==> src/design/dd_pkg.sv <==
// Shared constants, codes and types of the deadlock detector.
`default_nettype none

package dd_pkg;

  localparam int unsigned MAX_PROCESSES = 16;
  localparam int unsigned MAX_RESOURCES = 8;
  localparam int unsigned AMOUNT_WIDTH  = 12;
  localparam int unsigned AVAIL_WIDTH   = 16;

  localparam int unsigned PROC_W     = $clog2(MAX_PROCESSES);
  localparam int unsigned RES_W      = $clog2(MAX_RESOURCES);
  localparam int unsigned PCOUNT_W   = $clog2(MAX_PROCESSES + 1);
  localparam int unsigned RCOUNT_W   = $clog2(MAX_RESOURCES + 1);
  localparam int unsigned MAT_DEPTH  = MAX_PROCESSES * MAX_RESOURCES;
  localparam int unsigned MAT_ADDR_W = PROC_W + RES_W;
  localparam int unsigned CFG_ADDR_W = 1;
  localparam int unsigned CFG_DATA_W = PCOUNT_W;

  localparam logic [AVAIL_WIDTH-1:0] AVAIL_MAX = {AVAIL_WIDTH{1'b1}};

  localparam logic [CFG_ADDR_W-1:0] CFG_PROCESS_COUNT  = CFG_ADDR_W'(0);
  localparam logic [CFG_ADDR_W-1:0] CFG_RESOURCE_COUNT = CFG_ADDR_W'(1);

  typedef enum logic [1:0] {
    OP_LOAD_AVAIL = 2'd0,
    OP_LOAD_ALLOC = 2'd1,
    OP_LOAD_REQ   = 2'd2,
    OP_RUN        = 2'd3
  } op_e;

  typedef enum logic [2:0] {
    ST_IDLE,
    ST_SCAN,
    ST_CHECK,
    ST_ADD,
    ST_EMIT
  } ctrl_state_e;

  // Port of the allocation and request memories.
  typedef struct packed {
    logic                    we_alloc;
    logic                    we_req;
    logic [MAT_ADDR_W-1:0]   waddr;
    logic [AMOUNT_WIDTH-1:0] wdata;
    logic                    re;
    logic [MAT_ADDR_W-1:0]   raddr;
  } mem_req_t;

  typedef struct packed {
    logic [PROC_W-1:0] process_id;
    logic              finished;
    logic              deadlocked;
    logic              last;
  } result_t;

endpackage

`default_nettype wire

==> src/design/dd_ram.sv <==
// Simple dual-port RAM, one write and one registered read port.
`default_nettype none

module dd_ram #(
  parameter int unsigned DEPTH = 128,
  parameter int unsigned WIDTH = 12
) (
  input  wire logic                     clk_i,
  input  wire logic                     we_i,
  input  wire logic [$clog2(DEPTH)-1:0] waddr_i,
  input  wire logic [WIDTH-1:0]         wdata_i,
  input  wire logic                     re_i,
  input  wire logic [$clog2(DEPTH)-1:0] raddr_i,
  output      logic [WIDTH-1:0]         rdata_o
);

  logic [WIDTH-1:0] mem [DEPTH];
  logic [WIDTH-1:0] rdata_q;

  always_ff @(posedge clk_i) begin
    if (we_i) begin
      mem[waddr_i] <= wdata_i;
    end
    if (re_i) begin
      rdata_q <= mem[raddr_i];
    end
  end

  assign rdata_o = rdata_q;

endmodule

`default_nettype wire

==> src/design/dd_ctrl.sv <==
// Detection sequencer: available vector, finished map and pass control.
`default_nettype none

module dd_ctrl (
  input  wire logic                            clk_i,
  input  wire logic                            rst_ni,
  input  wire logic                            in_valid_i,
  output      logic                            in_ready_o,
  input  wire dd_pkg::op_e                     in_op_i,
  input  wire logic [dd_pkg::PROC_W-1:0]       in_proc_i,
  input  wire logic [dd_pkg::RES_W-1:0]        in_res_i,
  input  wire logic [dd_pkg::AMOUNT_WIDTH-1:0] in_amount_i,
  input  wire logic [dd_pkg::PCOUNT_W-1:0]     proc_count_i,
  input  wire logic [dd_pkg::RCOUNT_W-1:0]     res_count_i,
  output      dd_pkg::mem_req_t                mem_o,
  input  wire logic [dd_pkg::AMOUNT_WIDTH-1:0] alloc_rdata_i,
  input  wire logic [dd_pkg::AMOUNT_WIDTH-1:0] req_rdata_i,
  output      logic                            res_valid_o,
  input  wire logic                            res_ready_i,
  output      dd_pkg::result_t                 res_o
);
  import dd_pkg::*;

  ctrl_state_e state_q, state_d;

  logic [AVAIL_WIDTH-1:0]   avail_q [MAX_RESOURCES];
  logic [AVAIL_WIDTH-1:0]   avail_d [MAX_RESOURCES];
  logic [MAX_PROCESSES-1:0] done_q, done_d;
  logic [PCOUNT_W-1:0]      np_q, np_d, fin_q, fin_d;
  logic [RCOUNT_W-1:0]      nr_q, nr_d, iss_q, iss_d;
  logic [PROC_W-1:0]        p_q, p_d, e_q, e_d;
  logic [RES_W-1:0]         rr_q, rr_d;
  logic                     rv_q, rv_d, ok_q, ok_d, prog_q, prog_d;

  logic                     in_fire, issue, cmp_fail, ok_now, last_cmp;
  logic                     finish_now, prog_now, stop_run, proc_last, advance, e_last;
  logic [PCOUNT_W-1:0]      fin_now;
  logic [AMOUNT_WIDTH-1:0]  need;
  logic [AVAIL_WIDTH:0]     sum;

  assign in_ready_o = (state_q == ST_IDLE);
  assign in_fire    = in_valid_i && in_ready_o;

  // Read pipeline over the resources of the current process.
  assign issue    = (state_q == ST_CHECK || state_q == ST_ADD) && (iss_q < nr_q);
  assign last_cmp = rv_q && (RCOUNT_W'(rr_q) == nr_q - RCOUNT_W'(1));
  assign need     = req_rdata_i - alloc_rdata_i;
  assign cmp_fail = (req_rdata_i > alloc_rdata_i) &&
                    (avail_q[rr_q] < AVAIL_WIDTH'(need));
  assign ok_now   = ok_q && !(rv_q && cmp_fail);
  assign sum      = {1'b0, avail_q[rr_q]} + (AVAIL_WIDTH + 1)'(alloc_rdata_i);

  assign finish_now = (state_q == ST_ADD) && last_cmp;
  assign fin_now    = fin_q + PCOUNT_W'(finish_now);
  assign prog_now   = prog_q || finish_now;
  assign stop_run   = !prog_now || (fin_now == np_q);
  assign proc_last  = (PCOUNT_W'(p_q) == np_q - PCOUNT_W'(1));
  assign advance    = (state_q == ST_SCAN && done_q[p_q]) ||
                      (state_q == ST_CHECK && last_cmp && !ok_now) ||
                      finish_now;
  assign e_last     = (PCOUNT_W'(e_q) == np_q - PCOUNT_W'(1));

  always_comb begin
    state_d = state_q;
    unique case (state_q)
      ST_IDLE: begin
        if (in_fire && in_op_i == OP_RUN) state_d = ST_SCAN;
      end
      ST_SCAN, ST_CHECK, ST_ADD: begin
        if (advance) begin
          state_d = (proc_last && stop_run) ? ST_EMIT : ST_SCAN;
        end else if (state_q == ST_SCAN) begin
          state_d = ST_CHECK;
        end else if (state_q == ST_CHECK && last_cmp) begin
          state_d = ST_ADD;
        end
      end
      ST_EMIT: begin
        if (res_ready_i && e_last) state_d = ST_IDLE;
      end
      default: state_d = ST_IDLE;
    endcase
  end

  always_comb begin
    avail_d = avail_q;
    done_d  = done_q;
    np_d    = np_q;
    nr_d    = nr_q;
    fin_d   = fin_now;
    prog_d  = prog_now;
    p_d     = p_q;
    e_d     = e_q;
    iss_d   = iss_q + RCOUNT_W'(issue);
    rv_d    = issue;
    rr_d    = iss_q[RES_W-1:0];
    ok_d    = ok_now;

    mem_o.we_alloc = 1'b0;
    mem_o.we_req   = 1'b0;
    mem_o.waddr    = {in_proc_i, in_res_i};
    mem_o.wdata    = in_amount_i;
    mem_o.re       = issue;
    mem_o.raddr    = {p_q, iss_q[RES_W-1:0]};

    unique case (state_q)
      ST_IDLE: begin
        if (in_fire) begin
          unique case (in_op_i)
            OP_LOAD_AVAIL: avail_d[in_res_i] = AVAIL_WIDTH'(in_amount_i);
            OP_LOAD_ALLOC: mem_o.we_alloc = 1'b1;
            OP_LOAD_REQ:   mem_o.we_req = 1'b1;
            OP_RUN: begin
              if (proc_count_i == '0) np_d = PCOUNT_W'(1);
              else if (proc_count_i > PCOUNT_W'(MAX_PROCESSES)) np_d = PCOUNT_W'(MAX_PROCESSES);
              else np_d = proc_count_i;
              if (res_count_i == '0) nr_d = RCOUNT_W'(1);
              else if (res_count_i > RCOUNT_W'(MAX_RESOURCES)) nr_d = RCOUNT_W'(MAX_RESOURCES);
              else nr_d = res_count_i;
              done_d = '0;
              fin_d  = '0;
              prog_d = 1'b0;
              p_d    = '0;
              iss_d  = '0;
            end
            default: ;
          endcase
        end
      end
      ST_SCAN: begin
        iss_d = '0;
        rv_d  = 1'b0;
        ok_d  = 1'b1;
      end
      ST_CHECK: begin
        if (last_cmp) begin
          iss_d = '0;
          rv_d  = 1'b0;
        end
      end
      ST_ADD: begin
        if (rv_q) avail_d[rr_q] = sum[AVAIL_WIDTH] ? AVAIL_MAX : sum[AVAIL_WIDTH-1:0];
        if (finish_now) done_d[p_q] = 1'b1;
      end
      ST_EMIT: begin
        if (res_ready_i) e_d = e_q + PROC_W'(1);
      end
      default: ;
    endcase

    // Step to the next process; at the end of a pass start over or stop.
    if (advance) begin
      if (!proc_last) begin
        p_d = p_q + PROC_W'(1);
      end else if (!stop_run) begin
        p_d    = '0;
        prog_d = 1'b0;
      end else begin
        e_d = '0;
      end
    end
  end

  assign res_valid_o      = (state_q == ST_EMIT);
  assign res_o.process_id = e_q;
  assign res_o.finished   = done_q[e_q];
  assign res_o.deadlocked = (fin_q != np_q);
  assign res_o.last       = e_last;

  always_ff @(posedge clk_i or negedge rst_ni) begin
    if (!rst_ni) begin
      state_q <= ST_IDLE;
      avail_q <= '{default: '0};
      done_q  <= '0;
      np_q    <= PCOUNT_W'(1);
      nr_q    <= RCOUNT_W'(1);
      fin_q   <= '0;
      prog_q  <= 1'b0;
      p_q     <= '0;
      e_q     <= '0;
      iss_q   <= '0;
      rv_q    <= 1'b0;
      rr_q    <= '0;
      ok_q    <= 1'b1;
    end else begin
      state_q <= state_d;
      avail_q <= avail_d;
      done_q  <= done_d;
      np_q    <= np_d;
      nr_q    <= nr_d;
      fin_q   <= fin_d;
      prog_q  <= prog_d;
      p_q     <= p_d;
      e_q     <= e_d;
      iss_q   <= iss_d;
      rv_q    <= rv_d;
      rr_q    <= rr_d;
      ok_q    <= ok_d;
    end
  end

  a_last_ends_run: assert property (@(posedge clk_i) disable iff (!rst_ni)
    res_valid_o && res_ready_i && res_o.last |=> state_q == ST_IDLE)
    else $error("run did not end after last result");

  a_fin_bounded: assert property (@(posedge clk_i) disable iff (!rst_ni)
    fin_q <= np_q)
    else $error("finished count exceeds processes in use");

  a_issue_bounded: assert property (@(posedge clk_i) disable iff (!rst_ni)
    iss_q <= nr_q)
    else $error("read issue ran past resources in use");

  a_no_rw_clash: assert property (@(posedge clk_i) disable iff (!rst_ni)
    mem_o.re |-> !(mem_o.we_alloc || mem_o.we_req))
    else $error("matrix load during a detection pass");

endmodule

`default_nettype wire

==> src/design/deadlock_detector_unit.sv <==
// Top level of the deadlock detector: ports, configuration and output register.
//
// Input stream: tuser[1:0] carries the operation (load available, load
// allocation, load request, run). A load writes one word and produces
// no result; tready is high whenever no run is in progress.
// A run clears the finished map and makes passes over the processes in use.
// Each unfinished process is checked by streaming its request and
// allocation words out of two RAMs with a registered read, one resource
// per cycle; if the process finishes, its allocation is added back into
// the available vector. After the passes the run gives one result per
// process at one per cycle while the receiver takes them.
// The configuration channel (cfg_index_i 0: process count, 1: resource
// count) is always ready; write it only while the block is idle.
// Results sit in an output register; while the receiver stalls it holds
// and the run waits. Reset clears the available vector and the finished
// map and sets both counts to one; the matrices are undefined until loaded.
`default_nettype none

module deadlock_detector_unit (
  input  wire logic                          clk_i,
  input  wire logic                          rst_ni,
  input  wire logic                          s_axis_tvalid_i,
  output      logic                          s_axis_tready_o,
  // process_index[3:0], resource_index[6:4], amount[18:7], zero pad
  input  wire logic [23:0]                   s_axis_tdata_i,
  // operation[1:0]
  input  wire logic [1:0]                    s_axis_tuser_i,
  output      logic                          m_axis_tvalid_o,
  input  wire logic                          m_axis_tready_i,
  // process_id[3:0], finished[4], deadlocked[5], zero pad
  output      logic [7:0]                    m_axis_tdata_o,
  output      logic                          m_axis_tlast_o,
  input  wire logic                          cfg_valid_i,
  output      logic                          cfg_ready_o,
  input  wire logic [dd_pkg::CFG_ADDR_W-1:0] cfg_index_i,
  input  wire logic [dd_pkg::CFG_DATA_W-1:0] cfg_data_i
);
  import dd_pkg::*;

  logic [PCOUNT_W-1:0]     proc_count_q;
  logic [RCOUNT_W-1:0]     res_count_q;
  mem_req_t                mem;
  logic [AMOUNT_WIDTH-1:0] alloc_rdata, req_rdata;
  logic                    res_valid, res_ready;
  result_t                 res;
  logic                    m_valid_q;
  result_t                 m_res_q;

  assign cfg_ready_o = 1'b1;

  always_ff @(posedge clk_i or negedge rst_ni) begin
    if (!rst_ni) begin
      proc_count_q <= PCOUNT_W'(1);
      res_count_q  <= RCOUNT_W'(1);
    end else if (cfg_valid_i) begin
      if (cfg_index_i == CFG_PROCESS_COUNT) proc_count_q <= cfg_data_i[PCOUNT_W-1:0];
      if (cfg_index_i == CFG_RESOURCE_COUNT) res_count_q <= cfg_data_i[RCOUNT_W-1:0];
    end
  end

  dd_ctrl u_ctrl (
    .clk_i         (clk_i),
    .rst_ni        (rst_ni),
    .in_valid_i    (s_axis_tvalid_i),
    .in_ready_o    (s_axis_tready_o),
    .in_op_i       (op_e'(s_axis_tuser_i)),
    .in_proc_i     (s_axis_tdata_i[3:0]),
    .in_res_i      (s_axis_tdata_i[6:4]),
    .in_amount_i   (s_axis_tdata_i[18:7]),
    .proc_count_i  (proc_count_q),
    .res_count_i   (res_count_q),
    .mem_o         (mem),
    .alloc_rdata_i (alloc_rdata),
    .req_rdata_i   (req_rdata),
    .res_valid_o   (res_valid),
    .res_ready_i   (res_ready),
    .res_o         (res)
  );

  dd_ram #(.DEPTH(MAT_DEPTH), .WIDTH(AMOUNT_WIDTH)) u_alloc_ram (
    .clk_i   (clk_i),
    .we_i    (mem.we_alloc),
    .waddr_i (mem.waddr),
    .wdata_i (mem.wdata),
    .re_i    (mem.re),
    .raddr_i (mem.raddr),
    .rdata_o (alloc_rdata)
  );

  dd_ram #(.DEPTH(MAT_DEPTH), .WIDTH(AMOUNT_WIDTH)) u_req_ram (
    .clk_i   (clk_i),
    .we_i    (mem.we_req),
    .waddr_i (mem.waddr),
    .wdata_i (mem.wdata),
    .re_i    (mem.re),
    .raddr_i (mem.raddr),
    .rdata_o (req_rdata)
  );

  // Output register: refill when empty or when the held result transfers.
  assign res_ready = !m_valid_q || m_axis_tready_i;

  always_ff @(posedge clk_i or negedge rst_ni) begin
    if (!rst_ni) begin
      m_valid_q <= 1'b0;
    end else if (res_ready) begin
      m_valid_q <= res_valid;
    end
  end

  always_ff @(posedge clk_i) begin
    if (res_ready && res_valid) m_res_q <= res;
  end

  assign m_axis_tvalid_o = m_valid_q;
  assign m_axis_tdata_o  = {2'b00, m_res_q.deadlocked, m_res_q.finished, m_res_q.process_id};
  assign m_axis_tlast_o  = m_res_q.last;

endmodule

`default_nettype wire

==> config.mk <==
export PLATFORM = sky130hd
export DESIGN_NAME = deadlock_detector_unit
export DESIGN_NICKNAME = d
export VERILOG_FILES = /design/src/design/dd_pkg.sv /design/src/design/dd_ram.sv /design/src/design/dd_ctrl.sv /design/src/design/deadlock_detector_unit.sv
export SDC_FILE = /design/constraint.sdc
export NUM_CORES = 2
export LEC_CHECK = 0
export BUFFER_PORTS_ARGS = -buffer_cell sky130_fd_sc_hd__buf_4
export CAP_MARGIN = 40
export CORE_ASPECT_RATIO = 0.9
export CORE_UTILIZATION = 35
export CTS_BUF_LIST = sky130_fd_sc_hd__clkbuf_4 sky130_fd_sc_hd__clkbuf_8 sky130_fd_sc_hd__clkbuf_16
export CTS_CLUSTER_SIZE = 8
export DETAILED_ROUTE_END_ITERATION = 16
export GPL_ROUTABILITY_DRIVEN = 0
export PLACE_DENSITY = 0.61
export SYNTH_ARGS = -nofsm -noshare
export SYNTH_HDL_FRONTEND = slang
export SYNTH_SLANG_ARGS = --single-unit
==> constraint.sdc <==
create_clock -name clk_i -period 5.1 [get_ports clk_i]
set_input_delay 0.51 -clock clk_i [delete_from_list [all_inputs] [get_ports clk_i]]
set_output_delay 0.51 -clock clk_i [all_outputs]
set_load 0.02 [all_outputs]
-- After elaboration in Yosys (flattened, before gate mapping)
Memories as Yosys holds them, arrays and structs flattened. A register that Yosys moved wholly into a read port is not among the register bits.
Cells that the tools add are included.
- register bits after elaboration: 196
- RAM bits: 3072
- input bits: 37
- output and inout port bits: 12
- logic and storage cells: 182
- memories kept: 2
- add/subtract/negate cells: 8
- order comparisons: 12
- eq/ne operators: 20
- multiplexer cells: 70
- bitwise gates (word level): 4
- reductions and logical operators: 39
- memories (memory ; words ; width ; rd ports ; clocked after memory_dff ; wr ports ; line ; RTL):
    u_alloc_ram.mem ; 128 ; 12 ; 1 ; 1 ; 1 ; dd_ram.sv:17 ; logic [WIDTH-1:0] mem [DEPTH];
    u_req_ram.mem ; 128 ; 12 ; 1 ; 1 ; 1 ; dd_ram.sv:17 ;
- operators by type and width (kind ; count):
    $mux W128 ; 3
    $bwmux W128 ; 2
    $pmux W128 S2 ; 1
    $mux W16 ; 8
    $demux W16 S3 ; 2
    $mux W4 ; 16
    $bmux W16 S3 ; 1
    $pmux W16 S2 ; 1
    $mux W5 ; 5
    $mux W3 ; 6
    $add A16 B12 Y17 ; 1
    $logic_and A1 B1 Y1 ; 17
    $mux W1 ; 17
    $lt A16 B12 Y1 ; 1
    $or A16 B16 Y16 ; 1
    $gt A12 B12 Y1 ; 1
    $pmux W4 S3 ; 1
    $sub A12 B12 Y12 ; 1
    $eq A4 B5 Y1 ; 2
    $lt A4 B5 Y1 const B ; 2
    $pmux W3 S3 ; 1
    $add A4 B1 Y4 const B ; 2
    $bmux W1 S4 ; 2
    $ge A4 B4 Y1 const B ; 2
    other kinds (36) ; 57

-- Longest topological paths before layout
- depth after elaboration: 15
- mapped depth: 20

-- Modules after synthesis
From an unflattened synthesis, not the netlist that was laid out.
- cells, all modules: 5918
- area total of the unflattened synthesis: 130128.6 um2
- by module, submodules not included (module ; instances ; cells an instance ; area each (um2) ; seq. area each (um2)):
    dd_ram ; 2 ; 2362 ; 59248.1 ; 46484.6
    dd_ctrl ; 1 ; 1158 ; 10984.3 ; 4483.0
    deadlock_detector_unit ; 1 ; 36 ; 648.1 ; 462.9

-- Least setup slack after synthesis
Ideal clock, no wire load.
- path kind: register to register
- from: register u_ctrl.rr_q[1]
- to: register u_ctrl.avail_q[111] (netlist name)
- data arrival time: 3.919 ns
- slack: 1.026 ns
- stages on the path, launching flop included: 16
- buffers on the path: 3
- period minus slack after synthesis: 4.074 ns
- path through: dfrtp_1 -> buf_6 -> buf_8 -> clkbuf_1 -> mux4_2 -> nand2_1 -> nand2_1 -> ha_1 -> a21oi_1 -> inv_1 -> o21ai_0 -> a21oi_1 -> o211ai_1 -> nand2_1 -> o41ai_1 -> o21ai_0
- longest elaborated chain between the ends: 9
- elaborated cells on any way between the ends: 14
- those cells by class: add/sub: 1; order compare: 2; mux: 9; bitwise: 1; reduce/logical: 1
- ends and longest elaborated chain (item ; line ; RTL):
    from (decl) ; dd_ctrl.sv:32 ; logic [RES_W-1:0] rr_q, rr_d;
    from (signal assigned) ; dd_ctrl.sv:197 ; rr_q <= rr_d;
    $not A3 Y4 * ; dd_ctrl.sv:51, dd_ctrl.sv:142 ;
    $bmux W16 S3 ; dd_ctrl.sv:51 ; assign sum = {1'b0, avail_q[rr_q]} + (AVAIL_WIDTH + 1)'(alloc_rdata_i);
    $mux W16 (implied by the code) (2 in series) ; dd_ctrl.sv:51 ;
    $add A16 B12 Y17 ; dd_ctrl.sv:51 ;
    $mux W16 ; dd_ctrl.sv:142 ; if (rv_q) avail_d[rr_q] = sum[AVAIL_WIDTH] ? AVAIL_MAX : sum[AVAIL_WIDTH-1:0];
    $bwmux W128 * ; dd_ctrl.sv:142 ;
    $mux W128 * ; dd_ctrl.sv:142 ;
    $pmux W128 S2 * ; dd_ctrl.sv:106 ; unique case (state_q)
    to (signal assigned) ; dd_ctrl.sv:187 ; avail_q <= avail_d;
    to (decl) ; dd_ctrl.sv:26 ; logic [AVAIL_WIDTH-1:0] avail_q [MAX_RESOURCES];
Every way passes the cells marked *; elsewhere a longest branch is shown, timed or not. The select of a mux whose other input is x is not followed.
A chain may end at the register's enable or synchronous reset.

-- Final worst setup path
- from: register u_ctrl.rr_q[1]
- to: register u_ctrl.avail_q[45] (netlist name)
Same word-level chain as after synthesis.

==> results list <==
* Peak VDD IR: 0.376 mV
- Portion of the post-synthesis area used by sequential elements: 75.2%
- The initial utilization of the core area, before any placement, comes to 35.2%.
* Ys async rst share: 5.74%
- Switching Power: 0.0281 W
* Count of state elements after synthesis: 3292
- CTS buffer count: 451
- Of all nets on the critical path, the largest fanout is 20.
- The cell count after synthesis came out at 6317.
- The placed instances occupy a cell area of 0.140 sq mm.
* Power share of the combinational group: 32.4%
- Across the routed clock network, the largest skew measured is 0.0707 ns.
- In this run the remaining antenna-violating nets after routing total 0.
* Portion of total power attributed to the clock network: 31.0%
- The total overflow left after global routing is 0.
- The setup path with the least slack is of type reg2reg.
* Top flip-flop cell by instance count after synthesis: edfxtp_1
- Total buffers and inverters traversed by the critical path: 1
- Leak Pwr: 49.3 nW
- H-tree lvl count: 5
* Required time of the worst setup path: 5.88 ns
* Cell at the root of the clock tree: clkbuf_16
- Placeable Area: 0.370 sq mm
* DP HPWL: 207000 um
- The largest individual stage delay along the critical path comes from the cell dfrtp_2.
- Clock-pin slew was measured on the worst setup and hold paths at 0.05 ns.
- Mapped Area: 0.130 sq mm
- Most frequent cell on the critical path: o21ai_0
* # clock sinks: 3292
- Entering global routing, the biggest net connects 205 pins.
* Unrepaired setup endpoints after global routing: false
- Worst skew pair latency: 0.97 ns
- Timing-limited maximum frequency: 212 MHz
- The signal on the critical path passes through inv_1 > nor2_1 > a22oi_1 > o21ai_0 > ha_1 > o21ai_0 > a21boi_0 > nand2_1 > o31ai_1 > a21oi_1 > or3_1 > a21oi_1 > o21ai_0.
* Initial antenna violation count: 19
- During synthesis, Yosys emitted a total of 0 warnings.
- Chip Width: 645 um
- In this design, the largest share of critical-path delay is due to compound AO/OA/AOI/OAI gates.
* Vias per cell: 5.64
- Counting I/O delays and the setup requirement, the final critical path takes 4.71 ns.
- Adding up every negative setup slack in the final design gives 0 ns.
* Data arrival time of the critical path: 5.49 ns
- 1st-pass router iterations: 6
* Nature of the critical path endpoint: flip-flop
- Clock tree from TritonCTS: built
- STA classifies the critical path startpoint as a flip-flop.
- The internal power of the cells totals 0.0582 W.
- Unique cell type count in the Yosys netlist: 82
- Routed len/inst: 28.9 um
* Die Y: 581 um
- GRT Total Usage: 18.1%
* Max_cap viols: 0
- Worst hold path class: in2reg
- Setup violations remaining at the end of the flow were counted as 0.
- Design Area, Final: 0.152 sq mm
- Number of global-route vias before repair: 67800
* Sequential fraction of design power: 36.6%
- Highest cell delay on the worst timing path: 0.72 ns
- Die Area: 0.374 sq mm
- Headroom to the max-slew limit came out at 15.1%.
* Period utilisation layout: 92.3%
- The flow ran to the end, and the final reports show no timing, DRC or antenna violations.
- Power spread over the standard cell area amounts to 568 mW/mm^2.
- Area grow syn2layout: 16.8%
* Number of remaining DRC errors: 0
- Count of routing violations after the opening detailed-route iteration: 8595
- Top-Level Pins: 49
* Post-synth EDFFs: 3103
- For the pin with the worst max-slew slack, the measured transition is 1.27 ns.
- Wires add up to 345000 um.
- Summing over every cut layer, the via total after detailed routing is 67400.
* Max-slew violation count: 0
* Total of buffers placed on input and output ports: 40
* Number of placement rows: 212
- Switching Fraction: 32.6%
- Global-route wire length before repair: 496000 um
- In the final design database the tool counted 7042 nets.
- Once the clock tree was built, the setup fixing pass inserted 0 buffers.
* Number of hold-slack violations in the final timing report: 0
* Max Root-Sink Buffers: 4
- Share of post-route cells with drive strength above 1: 28.3%
- Mean cell area of the mapped netlist: 20.6 sq um
[metrics by stage]
step / total power [W] / util [%] / std cells / worst slack [ns] / hold slack (ns)
2_1_floorplan: 0.0493 / - / 6318 / 1.03 / 0.214
3_3_place_gp: 0.0596 / 37.6 / 11400 / 0.475 / 0.460
3_5_place_dp: 0.0599 / 37.7 / 11400 / 0.482 / 0.471
4_1_cts: 0.0868 / 41.1 / 12000 / 0.497 / 0.0434
5_1_grt: 0.0895 / 41.1 / 12000 / 0.139 / 0.0641
6_report: 0.0864 / 41.1 / 12000 / 0.391 / 0.0810
[repair_timing]
| action | CTS | global route |
|---|---|---|
| gates resized for setup | 0 | 0 |
| endpoints found under the hold margin | 99 | 2 |
| hold buffers | 12 | 1 |
[Yosys cell counts, drive strengths merged (9+ instances only)]
| cell type | count | area share [%] |
|---|---|---|
| o311ai | 10 | 0.073 |
| dfrtp | 184 | 3.5 |
| a21oi | 102 | 0.39 |
| o22ai | 52 | 0.25 |
| mux4 | 865 | 15 |
| xnor2 | 18 | 0.12 |
| edfxtp | 3103 | 72 |
| nand2b | 14 | 0.067 |
| clkbuf | 208 | 0.60 |
| buf | 164 | 0.74 |
| a221oi | 9 | 0.061 |
| mux2i | 199 | 1.5 |
| ha | 49 | 0.47 |
| mux2 | 23 | 0.20 |
| and2 | 11 | 0.053 |
| inv | 52 | 0.15 |
| o221ai | 169 | 1.1 |
| nor3 | 35 | 0.13 |
| nand3 | 68 | 0.26 |
| nand4 | 12 | 0.058 |
| nor2b | 16 | 0.077 |
| a2111oi | 19 | 0.13 |
| nor2 | 376 | 1.1 |
| o21ai | 97 | 0.37 |
| o31ai | 13 | 0.075 |
| a211oi | 20 | 0.12 |
| nand2 | 293 | 0.85 |
| xor2 | 26 | 0.17 |
[power groups by stage]
stage | Sequential, W | Combinational [W] | Clock [W]
2_1_floorplan | 0.0314 | 0.0179 | 0
3_3_place_gp | 0.0320 | 0.0276 | 0
3_5_place_dp | 0.0320 | 0.0279 | 0
4_1_cts | 0.0316 | 0.0280 | 0.0272
5_1_grt | 0.0316 | 0.0296 | 0.0282
6_report | 0.0316 | 0.0280 | 0.0268
[cells by family after synthesis]
kind of cell | after synthesis | synth area share [%]
flops | 3292 | 75.2
mux | 1087 | 16.7
simple gates | 863 | 2.79
compound gates | 553 | 3.01
buf+inv | 425 | 1.49
fa+ha+maj | 51 | 0.502
xor+xnor | 44 | 0.296
other cells | 2 | 0.00577
[registers in the layout, indices dropped and copies added, names as in the netlist]
name,count
u_ctrl.iss_q,4
u_ctrl.ok_q,1
u_ctrl.p_q,4
m_axis_tlast_o,1
u_ctrl.fin_q,5
u_ctrl.done_q,16
u_ctrl.avail_q,128
u_ctrl.state_q,3
u_ctrl.np_q,5
proc_count_q,5
m_axis_tvalid_o,1
u_alloc_ram.mem,1536
u_ctrl.rv_q,1
u_ctrl.rr_q,3
u_req_ram.rdata_o,12
u_alloc_ram.rdata_o,12
u_ctrl.nr_q,4
u_ctrl.e_q,4
m_axis_tdata_o,6
u_ctrl.prog_q,1
res_count_q,4
u_req_ram.mem,1536
[routing by layer]
metal  routed length, um  up-vias  GRT usage, %  share of wire [%]
met3               32500      536          3.93                9.4
met2              160000     3448          27.9                 46
met4                8210        6          4.24                2.4
li1                    -    27400             -                  -
met5                  41        -             0              0.012
met1              145000    36000          26.2                 42
[path summary, 6_finish.rpt]
check                                                    from                          endpoint  slack, ns  depth (start not counted)
min in group asynchronous                              rst_ni   u_ctrl.avail_q[102]$_DFFE_PN0P_       0.18                          2
worst min register to register  u_ctrl.avail_q[4]$_DFFE_PN0P_     u_ctrl.avail_q[4]$_DFFE_PN0P_       0.49                          2
worst max-delay path                 u_ctrl.rr_q[1]$_DFF_PN0_    u_ctrl.avail_q[45]$_DFFE_PN0P_       0.39                         13
max in group asynchronous                              rst_ni    u_ctrl.avail_q[15]$_DFFE_PN0P_       3.64                          3
worst max register to register       u_ctrl.rr_q[1]$_DFF_PN0_    u_ctrl.avail_q[45]$_DFFE_PN0P_       0.39                         13
worst min-delay path                        s_axis_tdata_i[8]  u_alloc_ram.mem[15][1]$_DFFE_PP_       0.08                          1
[area by class of cell]
type / count / area, sq um
diodes: 1 / 2.50
clock buffers: 509 / 11800
clock inverters: 26 / 510
fillers: 32200 / 218000
inverters: 53 / 211
multi-input cells: 2601 / 30400
flip-flops and latches: 3292 / 97900
well taps: 4922 / 6160
repair buffers: 555 / 5080
[layout by cell type, fill, tap and decap left out, types with 8 or more instances in the layout]
master,count
a2111oi_0,18
a211oi_1,20
a21oi_1,101
a221oi_1,9
and2_1,11
buf_12,50
buf_4,451
buf_8,11
clkbuf_16,457
clkbuf_4,51
clkbuf_8,8
clkinv_16,10
dfrtp_1,176
dlygate4sd3_1,13
edfxtp_1,3103
ha_1,49
inv_1,48
mux2_2,23
mux2i_1,197
mux4_2,862
nand2_1,291
nand2b_1,13
nand3_1,68
nand4_1,12
nor2_1,374
nor2b_1,16
nor3_1,35
o21ai_0,89
o221ai_1,168
o22ai_1,51
o311ai_0,9
o31ai_1,13
xnor2_1,18
xor2_1,26
Power figures use the tool's default switching activity.
